**config.mk**
```make
export PLATFORM = sky130hd
export DESIGN_NAME = buffer_pool_frame_manager_unit
export DESIGN_NICKNAME = d
export VERILOG_FILES = /design/src/hw/rtl/bpfm_pkg.sv /design/src/hw/rtl/buffer_pool_frame_manager_unit.sv /design/src/hw/rtl/bpfm_frame_table.sv
export VERILOG_INCLUDE_DIRS = /design/src /design/src/hw/rtl
export SDC_FILE = /design/constraint.sdc
export NUM_CORES = 2
export LEC_CHECK = 0
export BUFFER_PORTS_ARGS = -buffer_cell sky130_fd_sc_hd__buf_4
export CORE_ASPECT_RATIO = 2
export CORE_MARGIN = 4
export CORE_UTILIZATION = 33
export DETAILED_ROUTE_END_ITERATION = 12
export GPL_ROUTABILITY_DRIVEN = 0
export GPL_TIMING_DRIVEN = 0
export PLACE_DENSITY_LB_ADDON = 0.15
export REMOVE_ABC_BUFFERS = 1
export SLEW_MARGIN = 20
export SYNTH_ARGS = -nofsm -noshare
export SYNTH_HDL_FRONTEND = slang
export SYNTH_SLANG_ARGS = --single-unit
```
**constraint.sdc**
```tcl
create_clock -name clk -period 10.65 [get_ports clk]
set_clock_uncertainty 0.05 [all_clocks]
set_input_delay 0.5325 -clock clk [delete_from_list [all_inputs] [get_ports clk]]
set_output_delay 0.5325 -clock clk [all_outputs]
set_load 0.1 [all_outputs]
```
**src/hw/rtl/buffer_pool_frame_manager_unit_defines.svh**
```systemverilog
// Assertion macros shared by the buffer pool frame manager RTL.
`ifndef BUFFER_POOL_FRAME_MANAGER_UNIT_DEFINES_SVH
`define BUFFER_POOL_FRAME_MANAGER_UNIT_DEFINES_SVH

// Same-cycle implication, checked on every clock edge outside reset.
`define BPFM_ASSERT_NOW(name, ante, cons, msg) \
  name: assert property (@(posedge clk) disable iff (rst) (ante) |-> (cons)) else $error(msg);

// Next-cycle implication, checked on every clock edge outside reset.
`define BPFM_ASSERT_NEXT(name, ante, cons, msg) \
  name: assert property (@(posedge clk) disable iff (rst) (ante) |=> (cons)) else $error(msg);

`endif

```
**src/hw/rtl/bpfm_pkg.sv**
```systemverilog
// Types, codes and helper functions of the buffer pool frame manager.
`default_nettype none
package bpfm_pkg;

  localparam logic [2:0] OP_PIN    = 3'd0;
  localparam logic [2:0] OP_UNPIN  = 3'd1;
  localparam logic [2:0] OP_DIRTY  = 3'd2;
  localparam logic [2:0] OP_FORCE  = 3'd3;
  localparam logic [2:0] OP_FLUSH  = 3'd4;

  localparam logic [2:0] ST_OK        = 3'd0;
  localparam logic [2:0] ST_NOT_FOUND = 3'd1;
  localparam logic [2:0] ST_NOT_PIN   = 3'd2;
  localparam logic [2:0] ST_NOT_DIRTY = 3'd3;
  localparam logic [2:0] ST_NO_FRAME  = 3'd4;

  localparam logic [1:0] POL_FIFO  = 2'd0;
  localparam logic [1:0] POL_LRU   = 2'd1;
  localparam logic [1:0] POL_CLOCK = 2'd2;
  localparam logic [1:0] POL_LFU   = 2'd3;

  localparam logic CFG_POLICY = 1'b0;
  localparam logic CFG_FRAMES = 1'b1;

  localparam logic [15:0] FIX_MAX = 16'hFFFF;

  typedef enum logic [3:0] {
    S_IDLE,
    S_SCAN,
    S_DECIDE,
    S_MODN,
    S_WALK,
    S_LOAD,
    S_FCOUNT,
    S_FEMIT,
    S_OUT
  } state_t;

  typedef struct packed {
    logic        valid;
    logic        dirty;
    logic        refb;
    logic [15:0] fix;
    logic [31:0] stamp;
    logic [31:0] use_cnt;
    logic [30:0] page;
  } entry_t;

  typedef struct packed {
    logic valid;
    logic dirty;
    logic refb;
    logic fix;
    logic stamp;
    logic use_cnt;
    logic page;
  } wmask_t;

  typedef struct packed {
    logic [2:0]  status;
    logic [3:0]  frame;
    logic        hit;
    logic        load;
    logic        wb;
    logic [30:0] wpage;
    logic        last;
  } out_t;

  function automatic logic [31:0] sat_inc(input logic [31:0] v);
    sat_inc = (v == 32'hFFFF_FFFF) ? v : v + 32'd1;
  endfunction

  function automatic out_t mk_out(input logic [2:0] status, input logic [3:0] frame,
                                  input logic hit, input logic load, input logic wb,
                                  input logic [30:0] wpage, input logic last);
    out_t o;
    o.status = status;
    o.frame  = frame;
    o.hit    = hit;
    o.load   = load;
    o.wb     = wb;
    o.wpage  = wb ? wpage : 31'd0;
    o.last   = last;
    mk_out   = o;
  endfunction

endpackage
`default_nettype wire

```
**src/hw/rtl/buffer_pool_frame_manager_unit.sv**
```systemverilog
// Top level of the buffer pool frame manager: sequencer, counters and ports.
`default_nettype none
`include "buffer_pool_frame_manager_unit_defines.svh"
// The block takes one transaction at a time and walks the frame table one
// entry per clock with a single compare unit. A pin that hits or an unpin,
// mark dirty or force page scans for the page and then decides. A pin miss
// that loads an empty frame, or evicts by LRU or LFU, adds a load step. FIFO
// or CLOCK eviction first reduces the start pointer modulo n, with n frames
// in use, and then walks the pointer from there. Flush all first counts the
// dirty frames and then scans again, spread over its write-back results.
// After the last result is taken the block returns to idle, where it accepts
// the next transaction. The table's single index port sets this sequence.
// Input is accepted only when the previous result has been taken.
module buffer_pool_frame_manager_unit #(
  parameter int FRAMES = 16
) (
  input  wire logic        clk,
  input  wire logic        rst,
  input  wire logic        in_valid,
  output logic             in_ready,
  input  wire logic [2:0]  op,
  input  wire logic [30:0] page_number,
  output logic             out_valid,
  input  wire logic        out_ready,
  output logic [2:0]       status,
  output logic [3:0]       frame,
  output logic             hit,
  output logic             load_request,
  output logic             write_back,
  output logic [30:0]      written_page,
  output logic             last,
  output logic [31:0]      reads_total,
  output logic [31:0]      writes_total,
  input  wire logic        cfg_we,
  input  wire logic        cfg_index,
  input  wire logic [4:0]  cfg_data
);

  localparam int IW  = (FRAMES > 1) ? $clog2(FRAMES) : 1;
  localparam int CW  = ((IW > 4) ? IW : 4) + 1;
  localparam int LIM = (FRAMES < 16) ? FRAMES : 16;

  bpfm_pkg::state_t state, state_next;

  logic [1:0]    policy;
  logic [4:0]    fiu;
  logic [2:0]    op_q;
  logic [30:0]   page_q;
  logic [CW-1:0] ix;
  logic          found;
  logic          have_free;
  logic [CW-1:0] free_ix;
  logic          unp;
  logic          have_best;
  logic [CW-1:0] best_ix;
  logic [31:0]   best_key;
  logic [CW-1:0] start;
  logic [3:0]    clock_hand;
  logic [3:0]    fifo_pos;
  logic [31:0]   stamp;
  logic [31:0]   read_count;
  logic [31:0]   write_count;
  logic [CW-1:0] cnt;
  logic [CW-1:0] emitted;
  logic          flush_more;
  bpfm_pkg::out_t out_q;

  bpfm_pkg::entry_t e;
  bpfm_pkg::entry_t w;
  bpfm_pkg::wmask_t m;

  logic [CW-1:0] n_used;
  logic [CW-1:0] fiu_w;
  logic [CW-1:0] ix_inc;
  logic [CW-1:0] ix_wrap;
  logic          ix_end;
  logic          e_match;
  logic          fix_zero;
  logic          qual;
  logic [31:0]   key;
  logic [31:0]   stamp_inc;
  logic [32:0]   wc_sum;
  logic [31:0]   wc_final;
  logic          femit_last;
  logic          op_taken;
  logic          res_more;

  bpfm_frame_table #(.FRAMES(FRAMES), .IW(IW)) u_table (
    .clk   (clk),
    .rst   (rst),
    .idx   (ix[IW-1:0]),
    .wmask (m),
    .wdata (w),
    .rdata (e)
  );

  always_comb begin
    fiu_w = CW'(fiu);
    if (fiu == 5'd0) begin
      n_used = CW'(1);
    end else if (fiu_w > CW'(LIM)) begin
      n_used = CW'(LIM);
    end else begin
      n_used = fiu_w;
    end
  end

  assign ix_inc     = ix + CW'(1);
  assign ix_wrap    = (ix_inc == n_used) ? '0 : ix_inc;
  assign ix_end     = (ix == n_used);
  assign e_match    = e.valid && (e.page == page_q);
  assign fix_zero   = (e.fix == 16'd0);
  assign qual       = e.valid && e.dirty && fix_zero;
  assign key        = (policy == bpfm_pkg::POL_LRU) ? e.stamp : e.use_cnt;
  assign stamp_inc  = bpfm_pkg::sat_inc(stamp);
  assign wc_sum     = {1'b0, write_count} + 33'(cnt);
  assign wc_final   = wc_sum[32] ? 32'hFFFF_FFFF : wc_sum[31:0];
  assign femit_last = ((emitted + CW'(1)) == cnt);

  always_ff @(posedge clk) begin
    if (rst) begin
      state <= bpfm_pkg::S_IDLE;
    end else begin
      state <= state_next;
    end
  end

  always_comb begin
    state_next = state;
    m = '0;
    w = e;
    case (state)
      bpfm_pkg::S_IDLE: begin
        if (in_valid) begin
          if (op == bpfm_pkg::OP_FLUSH) begin
            state_next = bpfm_pkg::S_FCOUNT;
          end else if (op < bpfm_pkg::OP_FLUSH) begin
            state_next = bpfm_pkg::S_SCAN;
          end
        end
      end
      bpfm_pkg::S_SCAN: begin
        if (ix_end || e_match) begin
          state_next = bpfm_pkg::S_DECIDE;
        end
      end
      bpfm_pkg::S_DECIDE: begin
        state_next = bpfm_pkg::S_OUT;
        case (op_q)
          bpfm_pkg::OP_PIN: begin
            if (found) begin
              m.fix = 1'b1;
              w.fix = (e.fix == bpfm_pkg::FIX_MAX) ? e.fix : e.fix + 16'd1;
              case (policy)
                bpfm_pkg::POL_LRU: begin
                  m.stamp = 1'b1;
                  w.stamp = stamp_inc;
                end
                bpfm_pkg::POL_CLOCK: begin
                  m.refb = 1'b1;
                  w.refb = 1'b1;
                end
                bpfm_pkg::POL_LFU: begin
                  m.use_cnt = 1'b1;
                  w.use_cnt = bpfm_pkg::sat_inc(e.use_cnt);
                end
                default: begin
                end
              endcase
            end else if (have_free) begin
              state_next = bpfm_pkg::S_LOAD;
            end else if (!unp) begin
              state_next = bpfm_pkg::S_OUT;
            end else if (policy == bpfm_pkg::POL_FIFO || policy == bpfm_pkg::POL_CLOCK) begin
              state_next = bpfm_pkg::S_MODN;
            end else begin
              state_next = bpfm_pkg::S_LOAD;
            end
          end
          bpfm_pkg::OP_UNPIN: begin
            if (found && !fix_zero) begin
              m.fix = 1'b1;
              w.fix = e.fix - 16'd1;
            end
          end
          bpfm_pkg::OP_DIRTY: begin
            if (found) begin
              m.dirty = 1'b1;
              w.dirty = 1'b1;
            end
          end
          bpfm_pkg::OP_FORCE: begin
            if (found && e.dirty) begin
              m.dirty = 1'b1;
              w.dirty = 1'b0;
            end
          end
          default: begin
          end
        endcase
      end
      bpfm_pkg::S_MODN: begin
        if (start < n_used) begin
          state_next = bpfm_pkg::S_WALK;
        end
      end
      bpfm_pkg::S_WALK: begin
        if (fix_zero && (policy == bpfm_pkg::POL_FIFO || !e.refb)) begin
          state_next = bpfm_pkg::S_LOAD;
        end else if (fix_zero) begin
          m.refb = 1'b1;
          w.refb = 1'b0;
        end
      end
      bpfm_pkg::S_LOAD: begin
        m = '1;
        w.valid   = 1'b1;
        w.dirty   = 1'b0;
        w.refb    = 1'b1;
        w.fix     = 16'd1;
        w.stamp   = stamp_inc;
        w.use_cnt = 32'd1;
        w.page    = page_q;
        state_next = bpfm_pkg::S_OUT;
      end
      bpfm_pkg::S_FCOUNT: begin
        if (ix_end) begin
          state_next = (cnt == '0) ? bpfm_pkg::S_OUT : bpfm_pkg::S_FEMIT;
        end
      end
      bpfm_pkg::S_FEMIT: begin
        if (qual) begin
          m.dirty = 1'b1;
          w.dirty = 1'b0;
          state_next = bpfm_pkg::S_OUT;
        end
      end
      bpfm_pkg::S_OUT: begin
        if (out_ready) begin
          state_next = flush_more ? bpfm_pkg::S_FEMIT : bpfm_pkg::S_IDLE;
        end
      end
      default: begin
        state_next = bpfm_pkg::S_IDLE;
      end
    endcase
  end

  always_ff @(posedge clk) begin
    if (rst) begin
      policy <= bpfm_pkg::POL_FIFO;
      fiu    <= 5'd16;
    end else if (cfg_we) begin
      case (cfg_index)
        bpfm_pkg::CFG_POLICY: policy <= cfg_data[1:0];
        bpfm_pkg::CFG_FRAMES: fiu    <= cfg_data;
        default: begin
        end
      endcase
    end
  end

  always_ff @(posedge clk) begin
    if (rst) begin
      clock_hand  <= 4'd0;
      fifo_pos    <= 4'd0;
      stamp       <= 32'd0;
      read_count  <= 32'd0;
      write_count <= 32'd0;
      flush_more  <= 1'b0;
    end else begin
      case (state)
        bpfm_pkg::S_IDLE: begin
          if (in_valid) begin
            op_q       <= op;
            page_q     <= page_number;
            ix         <= '0;
            found      <= 1'b0;
            have_free  <= 1'b0;
            unp        <= 1'b0;
            have_best  <= 1'b0;
            cnt        <= '0;
            emitted    <= '0;
            flush_more <= 1'b0;
          end
        end
        bpfm_pkg::S_SCAN: begin
          if (!ix_end) begin
            if (e_match) begin
              found <= 1'b1;
            end else begin
              if (!e.valid && !have_free) begin
                have_free <= 1'b1;
                free_ix   <= ix;
              end
              if (fix_zero) begin
                unp <= 1'b1;
                if (!have_best || key < best_key) begin
                  have_best <= 1'b1;
                  best_ix   <= ix;
                  best_key  <= key;
                end
              end
              ix <= ix_inc;
            end
          end
        end
        bpfm_pkg::S_DECIDE: begin
          case (op_q)
            bpfm_pkg::OP_PIN: begin
              if (found) begin
                stamp <= stamp_inc;
                out_q <= bpfm_pkg::mk_out(bpfm_pkg::ST_OK, ix[3:0], 1'b1, 1'b0, 1'b0,
                                          31'd0, 1'b1);
              end else if (have_free) begin
                ix <= free_ix;
              end else if (!unp) begin
                out_q <= bpfm_pkg::mk_out(bpfm_pkg::ST_NO_FRAME, 4'd0, 1'b0, 1'b0, 1'b0,
                                          31'd0, 1'b1);
              end else if (policy == bpfm_pkg::POL_FIFO) begin
                start <= CW'(fifo_pos);
              end else if (policy == bpfm_pkg::POL_CLOCK) begin
                start <= CW'(clock_hand);
              end else begin
                ix <= best_ix;
              end
            end
            bpfm_pkg::OP_UNPIN: begin
              if (!found) begin
                out_q <= bpfm_pkg::mk_out(bpfm_pkg::ST_NOT_FOUND, 4'd0, 1'b0, 1'b0, 1'b0,
                                          31'd0, 1'b1);
              end else if (fix_zero) begin
                out_q <= bpfm_pkg::mk_out(bpfm_pkg::ST_NOT_PIN, ix[3:0], 1'b0, 1'b0, 1'b0,
                                          31'd0, 1'b1);
              end else begin
                out_q <= bpfm_pkg::mk_out(bpfm_pkg::ST_OK, ix[3:0], 1'b0, 1'b0, 1'b0,
                                          31'd0, 1'b1);
              end
            end
            bpfm_pkg::OP_DIRTY: begin
              if (!found) begin
                out_q <= bpfm_pkg::mk_out(bpfm_pkg::ST_NOT_FOUND, 4'd0, 1'b0, 1'b0, 1'b0,
                                          31'd0, 1'b1);
              end else begin
                out_q <= bpfm_pkg::mk_out(bpfm_pkg::ST_OK, ix[3:0], 1'b0, 1'b0, 1'b0,
                                          31'd0, 1'b1);
              end
            end
            default: begin
              if (!found) begin
                out_q <= bpfm_pkg::mk_out(bpfm_pkg::ST_NOT_FOUND, 4'd0, 1'b0, 1'b0, 1'b0,
                                          31'd0, 1'b1);
              end else if (!e.dirty) begin
                out_q <= bpfm_pkg::mk_out(bpfm_pkg::ST_NOT_DIRTY, ix[3:0], 1'b0, 1'b0,
                                          1'b0, 31'd0, 1'b1);
              end else begin
                write_count <= bpfm_pkg::sat_inc(write_count);
                out_q <= bpfm_pkg::mk_out(bpfm_pkg::ST_OK, ix[3:0], 1'b0, 1'b0, 1'b1,
                                          e.page, 1'b1);
              end
            end
          endcase
        end
        bpfm_pkg::S_MODN: begin
          if (start < n_used) begin
            ix <= start;
          end else begin
            start <= start - n_used;
          end
        end
        bpfm_pkg::S_WALK: begin
          if (fix_zero && (policy == bpfm_pkg::POL_FIFO || !e.refb)) begin
            if (policy == bpfm_pkg::POL_FIFO) begin
              fifo_pos <= ix_wrap[3:0];
            end else begin
              clock_hand <= ix_wrap[3:0];
            end
          end else begin
            ix <= ix_wrap;
          end
        end
        bpfm_pkg::S_LOAD: begin
          stamp      <= stamp_inc;
          read_count <= bpfm_pkg::sat_inc(read_count);
          if (e.valid && e.dirty) begin
            write_count <= bpfm_pkg::sat_inc(write_count);
          end
          out_q <= bpfm_pkg::mk_out(bpfm_pkg::ST_OK, ix[3:0], 1'b0, 1'b1,
                                    e.valid && e.dirty, e.page, 1'b1);
        end
        bpfm_pkg::S_FCOUNT: begin
          if (ix_end) begin
            write_count <= wc_final;
            ix          <= '0;
            out_q <= bpfm_pkg::mk_out(bpfm_pkg::ST_OK, 4'd0, 1'b0, 1'b0, 1'b0, 31'd0, 1'b1);
          end else begin
            if (qual) begin
              cnt <= cnt + CW'(1);
            end
            ix <= ix_inc;
          end
        end
        bpfm_pkg::S_FEMIT: begin
          ix <= ix_inc;
          if (qual) begin
            emitted    <= emitted + CW'(1);
            flush_more <= !femit_last;
            out_q <= bpfm_pkg::mk_out(bpfm_pkg::ST_OK, ix[3:0], 1'b0, 1'b0, 1'b1, e.page,
                                      femit_last);
          end
        end
        default: begin
        end
      endcase
    end
  end

  assign in_ready     = (state == bpfm_pkg::S_IDLE);
  assign out_valid    = (state == bpfm_pkg::S_OUT);
  assign status       = out_q.status;
  assign frame        = out_q.frame;
  assign hit          = out_q.hit;
  assign load_request = out_q.load;
  assign write_back   = out_q.wb;
  assign written_page = out_q.wpage;
  assign last         = out_q.last;
  assign reads_total  = read_count;
  assign writes_total = write_count;

  assign op_taken = in_valid && in_ready && (op <= bpfm_pkg::OP_FLUSH);
  assign res_more = out_valid && out_ready && !last;

  `BPFM_ASSERT_NOW(a_no_overlap, out_valid, !in_ready, "input taken while a result waits")
  `BPFM_ASSERT_NEXT(a_busy_after_op, op_taken, !in_ready, "block idle after an operation")
  `BPFM_ASSERT_NEXT(a_flush_continues, res_more, !in_ready, "idle before the final result")
  `BPFM_ASSERT_NOW(a_wb_ok, out_valid && write_back, status == bpfm_pkg::ST_OK, "bad wb status")

endmodule
`default_nettype wire

```
**src/hw/rtl/bpfm_frame_table.sv**
```systemverilog
// Per-frame state table with one shared read and write index.
`default_nettype none
module bpfm_frame_table #(
  parameter int FRAMES = 16,
  parameter int IW     = 4
) (
  input  wire logic             clk,
  input  wire logic             rst,
  input  wire logic [IW-1:0]    idx,
  input  wire bpfm_pkg::wmask_t wmask,
  input  wire bpfm_pkg::entry_t wdata,
  output bpfm_pkg::entry_t      rdata
);

  logic        valid_a [FRAMES];
  logic        dirty_a [FRAMES];
  logic        refb_a  [FRAMES];
  logic [15:0] fix_a   [FRAMES];
  logic [31:0] stamp_a [FRAMES];
  logic [31:0] use_a   [FRAMES];
  logic [30:0] page_a  [FRAMES];

  always_ff @(posedge clk) begin
    if (rst) begin
      for (int i = 0; i < FRAMES; i++) begin
        valid_a[i] <= 1'b0;
        dirty_a[i] <= 1'b0;
        refb_a[i]  <= 1'b0;
        fix_a[i]   <= 16'd0;
        stamp_a[i] <= 32'd0;
        use_a[i]   <= 32'd0;
      end
    end else begin
      if (wmask.valid)   valid_a[idx] <= wdata.valid;
      if (wmask.dirty)   dirty_a[idx] <= wdata.dirty;
      if (wmask.refb)    refb_a[idx]  <= wdata.refb;
      if (wmask.fix)     fix_a[idx]   <= wdata.fix;
      if (wmask.stamp)   stamp_a[idx] <= wdata.stamp;
      if (wmask.use_cnt) use_a[idx]   <= wdata.use_cnt;
    end
  end

  always_ff @(posedge clk) begin
    if (wmask.page) page_a[idx] <= wdata.page;
  end

  always_comb begin
    rdata.valid   = valid_a[idx];
    rdata.dirty   = dirty_a[idx];
    rdata.refb    = refb_a[idx];
    rdata.fix     = fix_a[idx];
    rdata.stamp   = stamp_a[idx];
    rdata.use_cnt = use_a[idx];
    rdata.page    = page_a[idx];
  end

endmodule
`default_nettype wire
```
==> flow_metrics.tcl <==
set metrics [dict create \
    startpoint_type "register" \
    vias 57400 \
    required_ns 10.90 \
    routed_wl_um 317000 \
    syn2layout_area_growth_pct 16.4 \
    tritoncts "yes" \
    critPathTopFamily "simple AND/OR/NAND/NOR gates" \
    synth_largest_area_cell "edfxtp_1" \
    fmax_mhz 122 \
    core_um2 281000 \
    cts_sinks 2086 \
    ys_types 99 \
    clockPowerShare_pct 26.4 \
    viasPerCell 5.45 \
    hold_path_class "in2reg" \
    hold_violations 0 \
    synth.cell_area_um2 93100 \
    fin_tns_setup_ns 0 \
    antenna_left 0 \
    intPower_mw 17.1 \
    worstPathMaxFanout 31 \
    h-tree-depth 4 \
    die_x_um 384 \
    yosysSeqAreaShare_pct 66.0 \
    ys_ff_latch 2086 \
    fill_cells 26300 \
    place_hpwl_um 205000 \
    cts_buffer_depth 4 \
    synth_top_area_share_pct 63.4 \
    outcome "complete, no violations" \
    power_frac_seq_pct 37.6 \
    relSlewSlack_pct 21.8 \
    p_sw_mw 9.83 \
    async_flop_share_pct 0 \
    io_pins 153 \
    critPathKind "reg2reg" \
    cts_root_buffer "clkbuf_16" \
    chipHeight_um 759 \
    p_sw_share_pct 36.5 \
    grt-ovfl-total 0 \
    final.min_clock_period_ns 8.17 \
    power_leakage_nw 36.3 \
    yosysWarningCount 0 \
    fin_util_pct 38.6 \
    synth_common_cells "1966 x edfxtp_1, 1599 x nor2_1, 481 x mux4_2" \
    drv_cap 0 \
    path_cells "buf_12 > buf_16 > buf_16 > buf_16 > buf_16 > buf_16 > mux4_1 > a22o_1 > a221oi_1 > and4_1 > nand4_1 > nand3_1 > a21oi_4 > buf_16 > nand2_1 > nand2_1" \
    pwr-share-comb_pct 36.0 \
    wire_per_inst_um 30.1 \
    start_util_pct 33.2 \
    insertion_delay_ns 0.86 \
    end_kind "register" \
    nets 6744 \
    grt_start_max_net_pins 87 \
    cp_common_cell "buf_16" \
    synth_most_common_cell "edfxtp_1" \
    synth.area.top_cells "edfxtp_1 63%, mux4_2 12%, nor2_1 6.4%, dfxtp_1 2.6%, nand2_1 1.4%" \
    avgSynthCellArea_um2 14.3 \
    grt_use_total_pct 21.3 \
    grt_pass1_wl_um 447000 \
    ir_worst_vdd_v 0.000225 \
    cp.arrival_ns 8.42 \
    drc_errors 0 \
    drt_first_pass_iters 7 \
    tightest_slew_ns 1.17 \
    final.period_utilization_pct 76.7 \
    powerDensity_nw_per_um2 249 \
    drive_above_1_share_pct 19.7 \
    slew_violations 0 \
    antenna_found_initial 3 \
    crit_buf_inv 7 \
    grt_pass1_vias 60100 \
    setup_violations 0 \
    cp_slowest_cell "nand2_1" \
    syn_inst 6523 \
    drt_iter0_drc 4756 \
    max_stage_delay_ns 0.84 \
    clk_pin_slew_ns 0.07 \
    port_buffers 152 \
    synth_edf_count 1966 \
    die_area_um2 291000 \
    cts_made_buffers 198 \
    rows 275 \
    rsz0062_at_grt "false" \
    synth_flop_cell "edfxtp_1" \
]
registers in the layout, indices dropped and copies added (netlist names), 4 cells and up, named ones only:
register and cells:
u_table.stamp_a 512, u_table.use_a 512, u_table.page_a 496, u_table.fix_a 256, best_key 32, reads_total 32, stamp 32, writes_total 32
page_q 31, written_page 31, u_table.dirty_a 16, u_table.refb_a 16, u_table.valid_a 16, best_ix 5, cnt 5, emitted 5
fiu 5, free_ix 5, ix 5, start 5, clock_hand 4, fifo_pos 4, frame 4, state 4
stage by stage:
| stage | instances | power [mW] | area [um2] | hold slack, ns | worst slack, ns |
|---|---|---|---|---|---|
| finish | 10500 | 27.0 | 108000 | 0.168 | 2.48 |
| global route | 10500 | 28.0 | 108000 | 0.162 | 2.11 |
| CTS | 10500 | 27.3 | 108000 | 0.0823 | 2.41 |
| detailed placement | 10100 | 20.2 | 102000 | 0.397 | 2.44 |
| global placement | 9958 | 19.2 | 96800 | 0.391 | -37.86 |
| floorplan | 6067 | 17.2 | 90900 | 0.375 | -15.23 |
cell type report:
class                      instances  area, um2  share of cell area [%]
antenna                            3       7.51                 0.00693
clock buffer                     256       5250                    4.84
clock inverter                    95        953                   0.880
inverter                          82        335                   0.309
multi-input combinational       3899      30300                    28.0
sequential                      2086      61500                    56.7
tap                             3739       4680                    4.32
timing repair buffer             375       5360                    4.94
what timing repair did:
| action | 4_1_cts | 5_1_grt |
|---|---|---|
| setup endpoints to repair | 0 | 0 |
| resized for setup | 0 | 0 |
| setup buffers | 0 | 0 |
| hold buffers | 46 | 0 |
| endpoints found under the hold margin | 77 | 0 |
cell usage in the layout (no fill, tap or decap), types with 25 or more instances in the layout:
cell,count
buf_12,49
or3_1,27
xor2_1,66
nand2_4,65
nor3_1,81
edfxtp_1,1966
ha_1,55
mux2i_1,114
o21ai_1,35
xnor2_1,68
nand4_1,47
buf_4,162
o21ai_0,139
inv_1,76
buf_16,87
clkinv_1,40
a21oi_1,120
nand3_1,123
a22oi_1,25
nand2_1,284
clkbuf_1,53
mux4_2,481
nor2b_1,27
mux2_2,52
dlygate4sd3_1,46
clkbuf_16,200
nor2_1,1577
dfxtp_1,116
and3_1,30
a21oi_2,28
and2_1,42
logic make-up after synthesis:
family,after synthesis,share of synthesized area [%]
DFF,2086,66.0
AOI/OAI and AO/OA,577,4.02
xor gates and xnor gates,148,1.41
muxes,677,14.1
adders and majority gates,57,0.782
buffers and inverters,538,2.65
and+or+nand+nor,2440,11.1
metal layers:
layer / up-vias / wire length [um] / share of wire (%) / global-route usage (%)
li1: 24700 / - / - / -
met1: 30300 / 110000 / 35 / 22.9
met2: 1741 / 177000 / 56 / 41.3
met3: 610 / 12300 / 3.9 / 2.01
met4: 4 / 17700 / 5.6 / 10.3
met5: - / 23 / 0.0073 / 0
final timing paths:
kind / start / endpoint / slack [ns] / cells after the start
setup / recovery: register / u_table.fix_a[12][6] / 2.48 / 16
hold / removal: in_valid / flush_more / 0.17 / 4
setup reg to reg: register / u_table.fix_a[12][6] / 2.48 / 16
hold reg to reg: fifo_pos[1] / fifo_pos[1] / 0.40 / 2
power groups by stage:
stage / sequential, mW / combinational, mW / clock (mW)
after global routing: 10.2 / 10.3 / 7.53
after floorplan: 10.9 / 6.31 / 0
after CTS: 10.2 / 9.85 / 7.26
after detailed placement: 10.3 / 9.82 / 0
final: 10.2 / 9.70 / 7.11
after global placement: 10.9 / 8.29 / 0
worst reg2reg max path, stage by stage (launching register included):
cell and delay (ns):
dfxtp_4 0.56, buf_12 0.29, buf_16 0.28, buf_16 0.31, buf_16 0.32, buf_16 0.32
buf_16 0.32, mux4_1 0.64, a22o_1 0.32, a221oi_1 0.81, and4_1 0.49, nand4_1 0.60
nand3_1 0.46, a21oi_4 0.19, buf_16 0.21, nand2_1 0.60, nand2_1 0.84
Note: power is estimated with default switching activity, not from simulation.
